$ cat config.mk
export PLATFORM = sky130hd
export DESIGN_NAME = packed_list_insert_remove
export DESIGN_NICKNAME = d
export VERILOG_FILES = /design/src/plp_pkg.sv /design/src/plp_store.sv /design/src/packed_list_insert_remove.sv
export SDC_FILE = /design/constraint.sdc
export NUM_CORES = 1
export LEC_CHECK = 0
export ABC_AREA = 1
export BUFFER_PORTS_ARGS = -buffer_cell sky130_fd_sc_hd__buf_2
export CORE_MARGIN = 10
export CORE_UTILIZATION = 56
export DETAILED_ROUTE_END_ITERATION = 8
export GPL_TIMING_DRIVEN = 0
export PLACE_DENSITY_LB_ADDON = 0.08
export SLEW_MARGIN = 20
export SYNTH_ARGS = -nofsm -noshare
export SYNTH_HDL_FRONTEND = slang
export SYNTH_SLANG_ARGS = --single-unit
$ cat constraint.sdc
create_clock -name clock -period 3.65 [get_ports clock]
set_input_delay 0.73 -clock clock [delete_from_list [all_inputs] [get_ports clock]]
set_output_delay 0.73 -clock clock [all_outputs]
set_load 0.05 [all_outputs]
$ cat src/plp_pkg.sv
// Package for the packed list block: request/response structs, request and
// status codes, output field widths.
// No dependencies.
package plp_pkg;

   localparam int DEFAULT_CAPACITY = 16;
   localparam int RESULT_LIMIT     = 16;
   localparam int DATA_W           = 32;

   localparam logic [1:0] REQ_INSERT = 2'd0;
   localparam logic [1:0] REQ_REMOVE = 2'd1;
   localparam logic [1:0] REQ_DUMP   = 2'd2;

   localparam logic [1:0] ST_OK        = 2'd0;
   localparam logic [1:0] ST_FULL      = 2'd1;
   localparam logic [1:0] ST_EMPTY     = 2'd2;
   localparam logic [1:0] ST_NOT_FOUND = 2'd3;

   typedef struct packed {
      logic [1:0]               req_type;
      logic signed [DATA_W-1:0] value;
   } plp_req_type;

   typedef struct packed {
      logic [1:0]               status;
      logic signed [DATA_W-1:0] entry_value;
      logic [3:0]               entry_index;
      logic [4:0]               removed_count;
      logic [4:0]               count;
      logic                     is_empty;
      logic                     is_full;
      logic                     is_single;
      logic                     last;
   } plp_rsp_type;

endpackage

$ cat src/plp_store.sv
// Entry store for the packed list: one write port, one read port,
// registered read data. Uses plp_pkg for the data width.
module plp_store
   import plp_pkg::*;
#(
   parameter int DEPTH = DEFAULT_CAPACITY,
   localparam int AW   = $clog2(DEPTH)
) (
   input  logic              clock,
   input  logic              wr_en,
   input  logic [AW-1:0]     wr_addr,
   input  logic [DATA_W-1:0] wr_data,
   input  logic              rd_en,
   input  logic [AW-1:0]     rd_addr,
   output logic [DATA_W-1:0] rd_data
);

   logic [DATA_W-1:0] mem [DEPTH];
   logic [DATA_W-1:0] rd_data_ff;

   always_ff @(posedge clock) begin
      if (wr_en) begin
         mem[wr_addr] <= wr_data;
      end
      if (rd_en) begin
         rd_data_ff <= mem[rd_addr];
      end
   end

   assign rd_data = rd_data_ff;

endmodule

$ cat src/packed_list_insert_remove.sv
// Packed list top level: request sequencer around the entry store.
// Depends on plp_pkg and plp_store.
//
// Requests are taken when start is high and busy is low. Insert, an
// unknown request type and any request on an empty list answer with one
// response in the cycle after the request and never raise busy. A remove
// walks the stored entries through the store's single read port, one
// entry per cycle, compacting in place, and answers after the last entry
// has been read and checked; busy drops in the response cycle. A dump of
// n entries (n = min(count, 16)) gives n responses on consecutive cycles,
// the first once entry 0 has been read from the store, the last marked by
// last. Responses cannot be held off; rsp_strobe marks each for one cycle.
module packed_list_insert_remove
   import plp_pkg::*;
#(
   parameter int CAPACITY = DEFAULT_CAPACITY
) (
   input  logic        clock,
   input  logic        reset,
   input  logic        start,
   output logic        busy,
   input  plp_req_type req_data,
   output logic        rsp_strobe,
   output plp_rsp_type rsp_data
);

   localparam int AW = $clog2(CAPACITY);
   localparam int CW = $clog2(CAPACITY + 1);
   localparam logic [CW-1:0] CAP_C = CW'(CAPACITY);

   typedef enum logic [1:0] {S_IDLE, S_REM, S_DUMP} state_type;

   state_type         state_ff, state_in;
   logic [CW-1:0]     fill_ff, fill_in;
   logic [CW-1:0]     rd_idx_ff, rd_idx_in;
   logic [CW-1:0]     d_idx_ff, d_idx_in;
   logic [CW-1:0]     w_ff, w_in;
   logic [CW-1:0]     lim_ff, lim_in;
   logic              rd_vld_ff, rd_vld_in;
   logic [DATA_W-1:0] val_ff, val_in;
   plp_rsp_type       rsp_ff, rsp_in;
   logic              rsp_strobe_ff, rsp_strobe_in;

   logic              wr_en, rd_en;
   logic [AW-1:0]     wr_addr, rd_addr;
   logic [DATA_W-1:0] wr_data, rd_data;
   logic              keep, last_data;
   logic [CW-1:0]     new_fill;

   function automatic plp_rsp_type make_rsp(
      input logic [1:0]        status,
      input logic [DATA_W-1:0] ev,
      input logic [CW-1:0]     idx,
      input logic [CW-1:0]     removed,
      input logic [CW-1:0]     cnt,
      input logic              is_last
   );
      plp_rsp_type r;
      logic [31:0] idx_w, rem_w, cnt_w;
      idx_w           = 32'(idx);
      rem_w           = 32'(removed);
      cnt_w           = 32'(cnt);
      r.status        = status;
      r.entry_value   = ev;
      r.entry_index   = idx_w[3:0];
      r.removed_count = rem_w[4:0];
      r.count         = cnt_w[4:0];
      r.is_empty      = (cnt == '0);
      r.is_full       = (cnt == CAP_C);
      r.is_single     = (cnt == CW'(1));
      r.last          = is_last;
      return r;
   endfunction

   plp_store #(.DEPTH(CAPACITY)) u_store (
      .clock   (clock),
      .wr_en   (wr_en),
      .wr_addr (wr_addr),
      .wr_data (wr_data),
      .rd_en   (rd_en),
      .rd_addr (rd_addr),
      .rd_data (rd_data)
   );

   // Remove writes at w <= index of the entry being returned, always below
   // any later read address, so the store needs no forwarding.
   assign keep      = (rd_data != val_ff);
   assign last_data = ((d_idx_ff + CW'(1)) == lim_ff);
   assign new_fill  = keep ? (w_ff + CW'(1)) : w_ff;

   always_comb begin
      state_in      = state_ff;
      fill_in       = fill_ff;
      rd_idx_in     = rd_idx_ff;
      d_idx_in      = d_idx_ff;
      w_in          = w_ff;
      lim_in        = lim_ff;
      rd_vld_in     = 1'b0;
      val_in        = val_ff;
      rsp_in        = rsp_ff;
      rsp_strobe_in = 1'b0;
      wr_en         = 1'b0;
      wr_addr       = fill_ff[AW-1:0];
      wr_data       = req_data.value;
      rd_en         = 1'b0;
      rd_addr       = rd_idx_ff[AW-1:0];

      case (state_ff)
         S_IDLE: begin
            if (start) begin
               rsp_strobe_in = 1'b1;
               rsp_in = make_rsp(ST_OK, '0, '0, '0, fill_ff, 1'b1);
               case (req_data.req_type)
                  REQ_INSERT: begin
                     if (fill_ff == CAP_C) begin
                        rsp_in = make_rsp(ST_FULL, '0, '0, '0, fill_ff, 1'b1);
                     end else begin
                        wr_en   = 1'b1;
                        fill_in = fill_ff + CW'(1);
                        rsp_in  = make_rsp(ST_OK, '0, '0, '0, fill_ff + CW'(1), 1'b1);
                     end
                  end
                  REQ_REMOVE, REQ_DUMP: begin
                     if (fill_ff == '0) begin
                        rsp_in = make_rsp(ST_EMPTY, '0, '0, '0, fill_ff, 1'b1);
                     end else begin
                        rsp_strobe_in = 1'b0;
                        val_in        = req_data.value;
                        rd_idx_in     = '0;
                        d_idx_in      = '0;
                        w_in          = '0;
                        if (req_data.req_type == REQ_REMOVE) begin
                           lim_in   = fill_ff;
                           state_in = S_REM;
                        end else begin
                           lim_in   = (32'(fill_ff) < RESULT_LIMIT) ? fill_ff
                                                                    : CW'(RESULT_LIMIT);
                           state_in = S_DUMP;
                        end
                     end
                  end
                  default: ;
               endcase
            end
         end
         S_REM, S_DUMP: begin
            if (rd_idx_ff < lim_ff) begin
               rd_en     = 1'b1;
               rd_vld_in = 1'b1;
               rd_idx_in = rd_idx_ff + CW'(1);
            end
            if (rd_vld_ff) begin
               d_idx_in = d_idx_ff + CW'(1);
               if (state_ff == S_REM) begin
                  if (keep) begin
                     wr_en   = 1'b1;
                     wr_addr = w_ff[AW-1:0];
                     wr_data = rd_data;
                     w_in    = w_ff + CW'(1);
                  end
                  if (last_data) begin
                     fill_in       = new_fill;
                     rsp_strobe_in = 1'b1;
                     rsp_in        = make_rsp((new_fill == fill_ff) ? ST_NOT_FOUND : ST_OK,
                                              '0, '0, fill_ff - new_fill, new_fill, 1'b1);
                     state_in      = S_IDLE;
                  end
               end else begin
                  rsp_strobe_in = 1'b1;
                  rsp_in        = make_rsp(ST_OK, rd_data, d_idx_ff, '0, fill_ff,
                                           last_data);
                  if (last_data) begin
                     state_in = S_IDLE;
                  end
               end
            end
         end
         default: state_in = S_IDLE;
      endcase
   end

   always_ff @(posedge clock) begin
      if (reset) begin
         state_ff      <= S_IDLE;
         fill_ff       <= '0;
         rd_vld_ff     <= 1'b0;
         rsp_strobe_ff <= 1'b0;
      end else begin
         state_ff      <= state_in;
         fill_ff       <= fill_in;
         rd_vld_ff     <= rd_vld_in;
         rsp_strobe_ff <= rsp_strobe_in;
      end
      rd_idx_ff <= rd_idx_in;
      d_idx_ff  <= d_idx_in;
      w_ff      <= w_in;
      lim_ff    <= lim_in;
      val_ff    <= val_in;
      rsp_ff    <= rsp_in;
   end

   assign busy       = (state_ff != S_IDLE);
   assign rsp_strobe = rsp_strobe_ff;
   assign rsp_data   = rsp_ff;

   a_fill_bound: assert property (@(posedge clock) disable iff (reset)
      fill_ff <= CAP_C)
      else $error("fill count above capacity");

   a_last_idle: assert property (@(posedge clock) disable iff (reset)
      rsp_strobe && rsp_data.last |-> !busy)
      else $error("final response while still busy");

   a_dump_run: assert property (@(posedge clock) disable iff (reset)
      rsp_strobe && !rsp_data.last |=> rsp_strobe)
      else $error("gap inside dump run");

   a_compact_order: assert property (@(posedge clock) disable iff (reset)
      state_ff == S_REM && wr_en |-> w_ff <= d_idx_ff)
      else $error("compaction write ahead of read");

   a_accept_answer: assert property (@(posedge clock) disable iff (reset)
      start && !busy |=> busy || rsp_strobe)
      else $error("request neither answered nor in progress");

endmodule
After elaboration in Yosys (flattened, before gate mapping)
Memory sizes are Yosys's and may differ from the RTL's. A register that Yosys moved wholly into a read port is not among the register bits.
Index checks and enable logic that the tools add are counted.
Cells by class
  bitwise gates (word level): 1
  multiplexer cells: 62
  reductions and logical operators: 16
  magnitude comparators: 2
  equal/unequal tests: 23
  add/sub/neg operators: 5
Operators by type and width (number)
  52-bit 2-to-1 mux: 5
  52-bit case mux with 2 select lines: 2
  32-bit 2-to-1 mux: 4
  5-bit 2-to-1 mux: 16
  51-bit 2-to-1 mux: 1
  5-bit case mux with 2 select lines: 4
  32-bit != test: 1
  5-bit by 1-bit adder with 5-bit output, second input constant: 4
  1-bit 2-to-1 mux: 16
  4-bit 2-to-1 mux: 4
  5-bit by 1-bit equality test with 1-bit output, second input constant: 3
  5-bit equality test, second input constant: 3
  5-bit zero test: 3
  5-bit AND reduction: 3
  2-bit 2-to-1 mux: 7
  2-bit != test, second input constant: 7
  5-bit equality test: 2
  4-bit AND reduction: 2
  7-bit AND reduction: 1
  6-bit AND reduction: 1
  5-bit < comparator: 1
  5-bit < comparator, second input constant: 1
  5-bit subtractor: 1
  2-bit by 1-bit equality test with 1-bit output, second input constant: 2
  other kinds (9): 15
Word-level totals
  flip-flop bits (word level): 113
  logic and storage cells: 128
  input port bits: 37
  output and inout port bits: 54
  memories kept: 1
  bits in writable memories: 512
Memories
  u_store.mem: words 16, width 32, rd ports 1, clocked after memory_dff 1, wr ports 1, line plp_store.sv:18  | logic [DATA_W-1:0] mem [DEPTH];

Depth between registers and ports, before layout
Gate-level depths: netlist (run 1).
  depth in word-level cells: 8
  depth in mapped cells: 21
  gate-level depth less buffers: 21

Hierarchy
A second synthesis (run 1) with hierarchy kept.
Second synthesis, totals
  cell total of the unflattened synthesis: 2814
  area total of the unflattened synthesis: 29290.6 um^2
By module, submodules not included
  plp_store: sequential area each 16335.7 um^2, area each 23050.9 um^2, cells each 2120, times used 1
  packed_list_insert_remove: sequential area each 3303.2 um^2, area each 6239.7 um^2, cells each 694, times used 1

Worst setup path after synthesis (run 1)
OpenSTA, ideal clock, no wires.
  path kind: input-to-reg
  start point: input port req_data[33] in the netlist's numbering
  end point: register rd_idx_ff[0], enable pin
  cell stages on the path: 6
  setup time: 351 ps
  slack: 65 ps
  required time: 3299 ps
  data arrival time: 3233 ps
  path through: inv_1 > ha_1 > o21ai_0 > nor2_1 > nor2_1 > a21oi_1
On the way
  longest elaborated chain between the ends: 4
  elaborated cells on any way between the ends: 5
  classes of those cells: eq/ne: 3; reduce/logical: 2
Ends and longest elaborated chain
  from (decl): line packed_list_insert_remove.sv:22  | input plp_req_type req_data,
  2-bit by 1-bit equality test with 1-bit output / 2-bit equality test (equally long branches): line packed_list_insert_remove.sv:113  | case (req_data.req_type)
  2-bit OR reduction *: line packed_list_insert_remove.sv:113
  2-bit by 1-bit != test with 1-bit output (no source line) *
  5-bit AND reduction (no source line) *
  to (signal assigned): line packed_list_insert_remove.sv:194  | rd_idx_ff <= rd_idx_in;
  to (decl): line packed_list_insert_remove.sv:35  | logic [CW-1:0] rd_idx_ff, rd_idx_in;
Every way passes the cells marked *; elsewhere a longest branch is shown, timed or not.
A chain may end at the register's enable or synchronous reset.

Final worst setup path (run 1)
  start point: register u_store.rd_data_ff[24] (netlist: u_store.rd_data[24]), read port of u_store.mem
  end point: memory u_store.mem[12][24], enable pin
On the way
  longest elaborated chain between the ends: 7
  elaborated cells on any way between the ends: 11
  classes of those cells: eq/ne: 1; mux: 10
Ends and longest elaborated chain
  from (decl): line plp_store.sv:19  | logic [DATA_W-1:0] rd_data_ff;
  32-bit != test *: line packed_list_insert_remove.sv:87  | assign keep = (rd_data != val_ff);
  1-bit 2-to-1 mux: line packed_list_insert_remove.sv:155  | if (keep) begin
  1-bit 2-to-1 mux: line packed_list_insert_remove.sv:154  | if (state_ff == S_REM) begin
  1-bit 2-to-1 mux: line packed_list_insert_remove.sv:152  | if (rd_vld_ff) begin
  1-bit case mux with 2 select lines: line packed_list_insert_remove.sv:108  | case (state_ff)
  1-bit 2-to-1 mux: line plp_store.sv:22  | if (wr_en) begin
  1-bit 2-to-1 mux (implied by the code): line plp_store.sv:23  | mem[wr_addr] <= wr_data;
  to (decl): line plp_store.sv:18
Marks and branches as above.

==> results of run 1 <==
==> layer usage <==
| metal | GRT usage (%) | part of all wire [%] | vias up | routed length (um) |
|---|---|---|---|---|
| li1 | - | - | 7980 | - |
| met1 | 35.6 | 39 | 8669 | 29700 |
| met2 | 42.2 | 47 | 1021 | 35800 |
| met3 | 6.07 | 11 | 169 | 8140 |
| met4 | 8.74 | 3.0 | 0 | 2290 |
| met5 | 0 | 0 | - | 0 |
==> flip-flops by register name (all words and copies together), names as in the netlist <==
| name | flops |
|---|---|
| w_ff | 5 |
| u_store.rd_data | 32 |
| d_idx_ff | 5 |
| rd_idx_ff | 5 |
| rsp_strobe | 1 |
| u_store.mem | 512 |
| state_ff | 2 |
| rsp_data | 52 |
| rd_vld_ff | 1 |
| lim_ff | 5 |
| val_ff | 32 |
| fill_ff | 5 |
==> cell usage in the layout (no fill, tap or decap), types with 7 or more instances in the layout <==
master	n
a21oi_1	32
buf_1	10
buf_12	14
buf_16	17
buf_2	106
buf_4	21
clkbuf_1	98
clkbuf_16	71
clkinv_1	16
clkinv_2	12
dfxtp_1	9
edfxtp_1	648
ha_1	22
inv_1	114
mux2_2	21
mux2i_1	51
nand2_1	250
nand2_2	7
nand3_1	75
nor2_1	338
nor2_4	18
o211ai_1	15
o21ai_0	150
o21ai_1	9
o221ai_1	51
o32ai_1	77
xnor2_1	24
xor2_1	7
==> cells by family (layout without fill, tap and decap cells) <==
logic type	after synthesis	after routing	synth area share, %
simple gates	705	705	10.5
flops	657	657	72.7
compound gates	351	351	8.58
buf+inv	234	496	3.44
mux	72	72	2.77
xor+xnor	31	31	1.01
fa+ha+maj	22	22	1.02
==> what timing repair did <==
item | CTS | global route
gates resized for setup | 0 | 0
setup endpoints to repair | 178 | 36
setup buffers | 16 | 3
gates cloned | 0 | 0
pin swaps | 8 | 2
==> power groups by stage <==
stage / combinational, mW / sequential, mW / clock (mW)
floorplan: 3.68 / 10.8 / 0
finish: 7.36 / 9.78 / 6.66
CTS: 7.30 / 9.77 / 6.73
global route: 7.90 / 9.85 / 7.06
global placement: 6.91 / 9.98 / 0
detailed placement: 7.26 / 9.93 / 0
==> worst max-delay path, cell delays in order (launching register included) <==
cell and delay (ns):
edfxtp_1 0.46, xnor2_1 0.54, nand2_1 0.10, nor2_1 0.12, nand2_1 0.07, nor2_2 0.18
nand2_4 0.13, nand4_4 0.13, nand2_1 0.07, o21ai_1 0.29, nand3_1 0.46, nor2_4 0.31
buf_16 0.18, buf_16 0.16
==> through the flow <==
stage	utilization, %	std cells	worst slack [ns]
after global routing	65.7	2949	0.00128
after CTS	65.6	2946	0.0507
after global placement	59.1	2776	-1.97
after detailed placement	60.8	2805	-0.124
final	65.7	2949	0.120
after floorplan	-	2072	0.0653
==> final cells by class <==
cell class | count | area (um2)
Clock inverter | 35 | 264
Multi-Input combinational cell | 1181 | 6590
Fill cell | 3493 | 16400
Inverter | 122 | 458
Timing Repair Buffer | 137 | 1330
Tap cell | 615 | 769
Buffer | 112 | 472
Sequential cell | 657 | 19600
Clock buffer | 90 | 1850
==> worst paths after layout <==
path	depth (start not counted)	end
setup / recovery	13	u_store.mem[12][24]$_DFFE_PP_
hold / removal	1	val_ff[27]$_DFFE_PP_
hold reg to reg	2	rsp_data[39]$_SDFFCE_PN0P_
setup reg to reg	13	u_store.mem[12][24]$_DFFE_PP_
==> impl_metrics.yaml, run 1 <==
min_path:
  hold_path_class: "in -> reg"
  worstHoldStart: "req_data[27]"
power_and_ir_drop:
  power.net_switching_mw: 8.74
  combinationalPowerShare_pct: 30.9
  power_density_mw_per_mm2: 759
  power_frac_clock_pct: 28.0
  power.share.sequential_pct: 41.1
  intPower_mw: 15.1
  ir_drop_v: 0.000484
  leakage_nw: 11.2
  p_sw_share_pct: 36.7
  total_power_mw: 23.8
status:
  outcome: "complete, no violations"
timing:
  min_period_ns: 3.53
  rsz0062_at_grt: "no"
  setup_viol: 0
  worst-slew-pin-transition_ns: 1.15
  final-hold-violation-count: 0
  slew_headroom_pct: 22.8
  fmax_ghz: 0.283
  period_share_pct: 96.7
  drv_slew: 0
  fin_tns_setup_ns: 0
  finalClockSkew_ns: 0.0231
  whs_ns: 0.319
die:
  die_h_um: 240
  rows: 80
  start_util_pct: 56.6
  die_area_mm2: 0.0574
  coreArea_mm2: 0.0477
  die_w_um: 240
  ios: 91
setup_path:
  r2r_start: "u_store.rd_data[24]$_DFFE_PP_"
  start_kind: "flop"
  critPathLaunch: "u_store.rd_data[24]$_DFFE_PP_"
  crit_type: "reg -> reg"
  crit_required_ns: 3.97
  critPathMaxFanout: 13
  end_kind: "flop"
  critPathArrivalTime_ns: 3.85
  reg2reg_slack_ns: 0.12
global_routing:
  grt_util_all_layers_pct: 26.5
  grt_max_degree: 28
  grt_overflow: 0
  grt_first_pass_wirelength_um: 112000
  grt_antenna_before_repair: 0
  grt_pass1_vias: 17398
synth:
  synth_top_cell_by_area: "edfxtp_1"
  synth_edf_count: 648
  syn_area_per_cell_um2: 13.0
  synth.area.top_cells: "edfxtp_1 72%, nor2_1 4.9%, nand2_1 3.5%"
  synth_nets: 2131
  yosysUniqueCellTypes: 43
  synthesis.area_mm2: 0.0270
  synthArstFlopShare_pct: 0
  postSynth.topFlopCell: "edfxtp_1"
  yosysSeqAreaShare_pct: 72.7
  netlist.area_leader.share_pct: 72.1
  synth.most_common_cell: "edfxtp_1"
  synth_cells: 2072
  netlist_top_cells_count: "648 x edfxtp_1, 356 x nor2_1, 250 x nand2_1, 161 x o21ai_0, 115 x inv_1"
  yosysWarningCount: 0
  ys_ff_latch: 657
route:
  vias: 17839
  drc_errors: 0
  antenna_left: 0
  vias_per_cell: 6.05
  drt-initial-drc-count: 2128
  first_pass_iters: 6
  post_drt_wl_per_cell_um: 25.8
  drt-total-wl_um: 76000
clock_network:
  cts_sinks: 657
  cts_made_buffers: 68
  ctsRootBufferMaster: "clkbuf_16"
  clk_pin_slew_ns: 0.06
  clk_latency_ns: 0.62
  postCtsHoldBufs: 0
  cts_tree: "done"
  htree_levels: 3
  clk_path_buf_depth: 3
cells_and_area:
  fin_nets: 2338
  areaGrowthSynthToFinish_pct: 16.2
  layout-drive-gt1-share_pct: 13.7
  n_antenna_cell: 0
  final_cell_area_mm2: 0.0314
placed_design:
  gp_congestion: 0.906
  dpl_cell_area_mm2: 0.0290
  portBuffers: 89
  hpwl_um: 52100
flow_run:
  cap_violations: 0
No activity file was read; power rests on OpenSTA's default activity.
==> run 2: changes to the inputs <==
--- a/config.mk
+++ b/config.mk
@@ -11,7 +11,7 @@
 export CORE_UTILIZATION = 56
 export DETAILED_ROUTE_END_ITERATION = 8
 export GPL_TIMING_DRIVEN = 0
-export PLACE_DENSITY_LB_ADDON = 0.08
+export PLACE_DENSITY_LB_ADDON = 0.25
 export SLEW_MARGIN = 20
 export SYNTH_ARGS = -nofsm -noshare
 export SYNTH_HDL_FRONTEND = slang
==> run 2 against run 1 <==
Effect of this change:
- sequential power is essentially flat
- clock skew shrank 0.010 ns
- via count grew 1.7%
- non-clock buffer count shrank 4
- register-to-register slack lost 0.04 ns
- global-route usage shrank 0.33 points
- first-iteration DRC count shrank 2.3%
- critical path depth is the same
- design area shrank 0.44%
- cell count shrank 0.54%
- critical path type unchanged
- critical endpoint is now u_store.mem[4][24]$_DFFE_PP_
==> impl_metrics.yaml, run 2 (synthesis gave the netlist of run 1 again) <==
timing:
  rsz0062_at_grt: "no"
  worst-slew-pin-transition_ns: 0.920
  slew_headroom_pct: 38.7
  period_share_pct: 97.7
  fmax_ghz: 0.280
  drv_slew: 0
  fin_tns_setup_ns: 0
  min_period_ns: 3.57
  finalClockSkew_ns: 0.0129
  setup_viol: 0
  final-hold-violation-count: 0
route:
  drt-total-wl_um: 75600
  vias: 18135
  drc_errors: 0
  drt-initial-drc-count: 2079
  first_pass_iters: 6
  post_drt_wl_per_cell_um: 25.8
  vias_per_cell: 6.18
  antenna_left: 0
cells_and_area:
  fin_nets: 2332
  final_common_cell: "edfxtp_1"
  regMostFlops: "u_store.mem"
  layout-drive-gt1-share_pct: 13.5
  largest_reg_flops: 512
  final_cell_mix: "648 x edfxtp_1, 338 x nor2_1, 250 x nand2_1, 150 x o21ai_0, 114 x inv_1"
  areaGrowthSynthToFinish_pct: 15.6
  n_antenna_cell: 0
  utilization_pct: 65.4
die:
  die_area_mm2: 0.0574
  rows: 80
  coreArea_mm2: 0.0477
  start_util_pct: 56.6
  die_h_um: 240
  die_w_um: 240
  ios: 91
setup_path:
  crit_required_ns: 3.95
  worstRegToRegCells: 13
  crit_top_cell: "nand2_1"
  critPathArrivalTime_ns: 3.86
  crit_type: "reg -> reg"
  critPathMaxFanout: 14
  path_cells: "xnor2_1 > nand2_1 > nor2_1 > nand2_1 > nor2_2 > nand2_4 > nand4_4 > nand2_1 > o21ai_1 > nand3b_1 > nor2_4 > buf_16 > buf_16"
  max_stage_delay_ns: 0.45
  cpMaxStageDelayCell: "nor2_4"
  crit_family: "simple AND/OR/NAND/NOR gates"
  path_buf_inv: 2
  cp_num_cells: 13
  end_kind: "flop"
  start_kind: "flop"
clock_network:
  cts_made_buffers: 66
  clk_pin_slew_ns: 0.06
  cts_tree: "done"
  cts_sinks: 657
  htree_levels: 3
  ctsRootBufferMaster: "clkbuf_16"
  clk_latency_ns: 0.60
  clk_path_buf_depth: 3
global_routing:
  grt_antenna_before_repair: 2
  grt_first_pass_wirelength_um: 111000
  grt_pass1_vias: 17903
  grt_max_degree: 29
  grt_util_all_layers_pct: 26.2
  grt_overflow: 0
placed_design:
  gp_congestion: 0.930
  portBuffers: 89
  hpwl_um: 52300
min_path:
  hold_path_class: "in -> reg"
  whs_path_depth: 1
status:
  outcome: "complete, no violations"
flow_run:
  cap_violations: 0
power_and_ir_drop:
  ir_drop_v: 0.000423
  power_density_mw_per_mm2: 758
  leakage_nw: 11.1
-- run 2: final cells by class --
cell class / instances / area (um2)
clock buffers: 83 / 1780
well taps: 615 / 769
clock inverters: 30 / 253
plain buffers: 112 / 472
fillers: 3319 / 16500
repair buffers: 133 / 1240
inverters: 122 / 458
multi-input cells: 1181 / 6620
flip-flops and latches: 657 / 19600
-- run 2: path summary, 6_finish.rpt --
check                                 endpoint                     startpoint  slack, ns
setup / recovery  u_store.mem[4][24]$_DFFE_PP_  u_store.rd_data[31]$_DFFE_PP_       0.08
hold / removal            val_ff[21]$_DFFE_PP_                   req_data[21]       0.32
setup reg to reg  u_store.mem[4][24]$_DFFE_PP_  u_store.rd_data[31]$_DFFE_PP_       0.08
hold reg to reg       state_ff[0]$_SDFFE_PP0P_       state_ff[0]$_SDFFE_PP0P_       0.56
-- run 2: worst reg2reg max path: stages (launching register included) --
cell	delay [ns]
edfxtp_1	0.44
xnor2_1	0.42
nand2_1	0.11
nor2_1	0.11
nand2_1	0.07
nor2_2	0.24
nand2_4	0.15
nand4_4	0.15
nand2_1	0.08
o21ai_1	0.20
nand3b_1	0.44
nor2_4	0.45
buf_16	0.22
buf_16	0.18
-- run 2: what timing repair did --
action                                  4_1_cts  5_1_grt
setup buffers                                11        7
gates resized for setup                       1        1
pin swaps                                     3        4
hold buffers                                  0        0
endpoints found under the setup margin      113      102
-- run 2: per-layer routing --
layer  track usage, %  share of wire (%)
met1             33.4                 37
met5                0                  0
met3             5.49                 12
met2             42.7                 48
met4             11.7                3.6
-- run 2: power breakdown --
group | switching [mW] | internal, mW
Clock | 2.79 | 3.73
Sequential | 0.367 | 9.40
Combinational | 5.53 | 1.86
Total | 8.69 | 15.0
-- run 2: metrics by stage --
| step | cell area, um2 | total power [mW] | cells | setup WS [ns] | hold slack [ns] |
|---|---|---|---|---|---|
| after floorplan | 27000 | 14.5 | 2072 | 0.0653 | 0.499 |
| after global placement | 28200 | 16.8 | 2776 | -1.90 | 0.541 |
| after detailed placement | 29000 | 17.1 | 2802 | -0.156 | 0.549 |
| after CTS | 31200 | 23.6 | 2926 | 0.117 | 0.303 |
| after global routing | 31200 | 24.6 | 2933 | 0.0177 | 0.320 |
| final | 31200 | 23.7 | 2933 | 0.0826 | 0.324 |
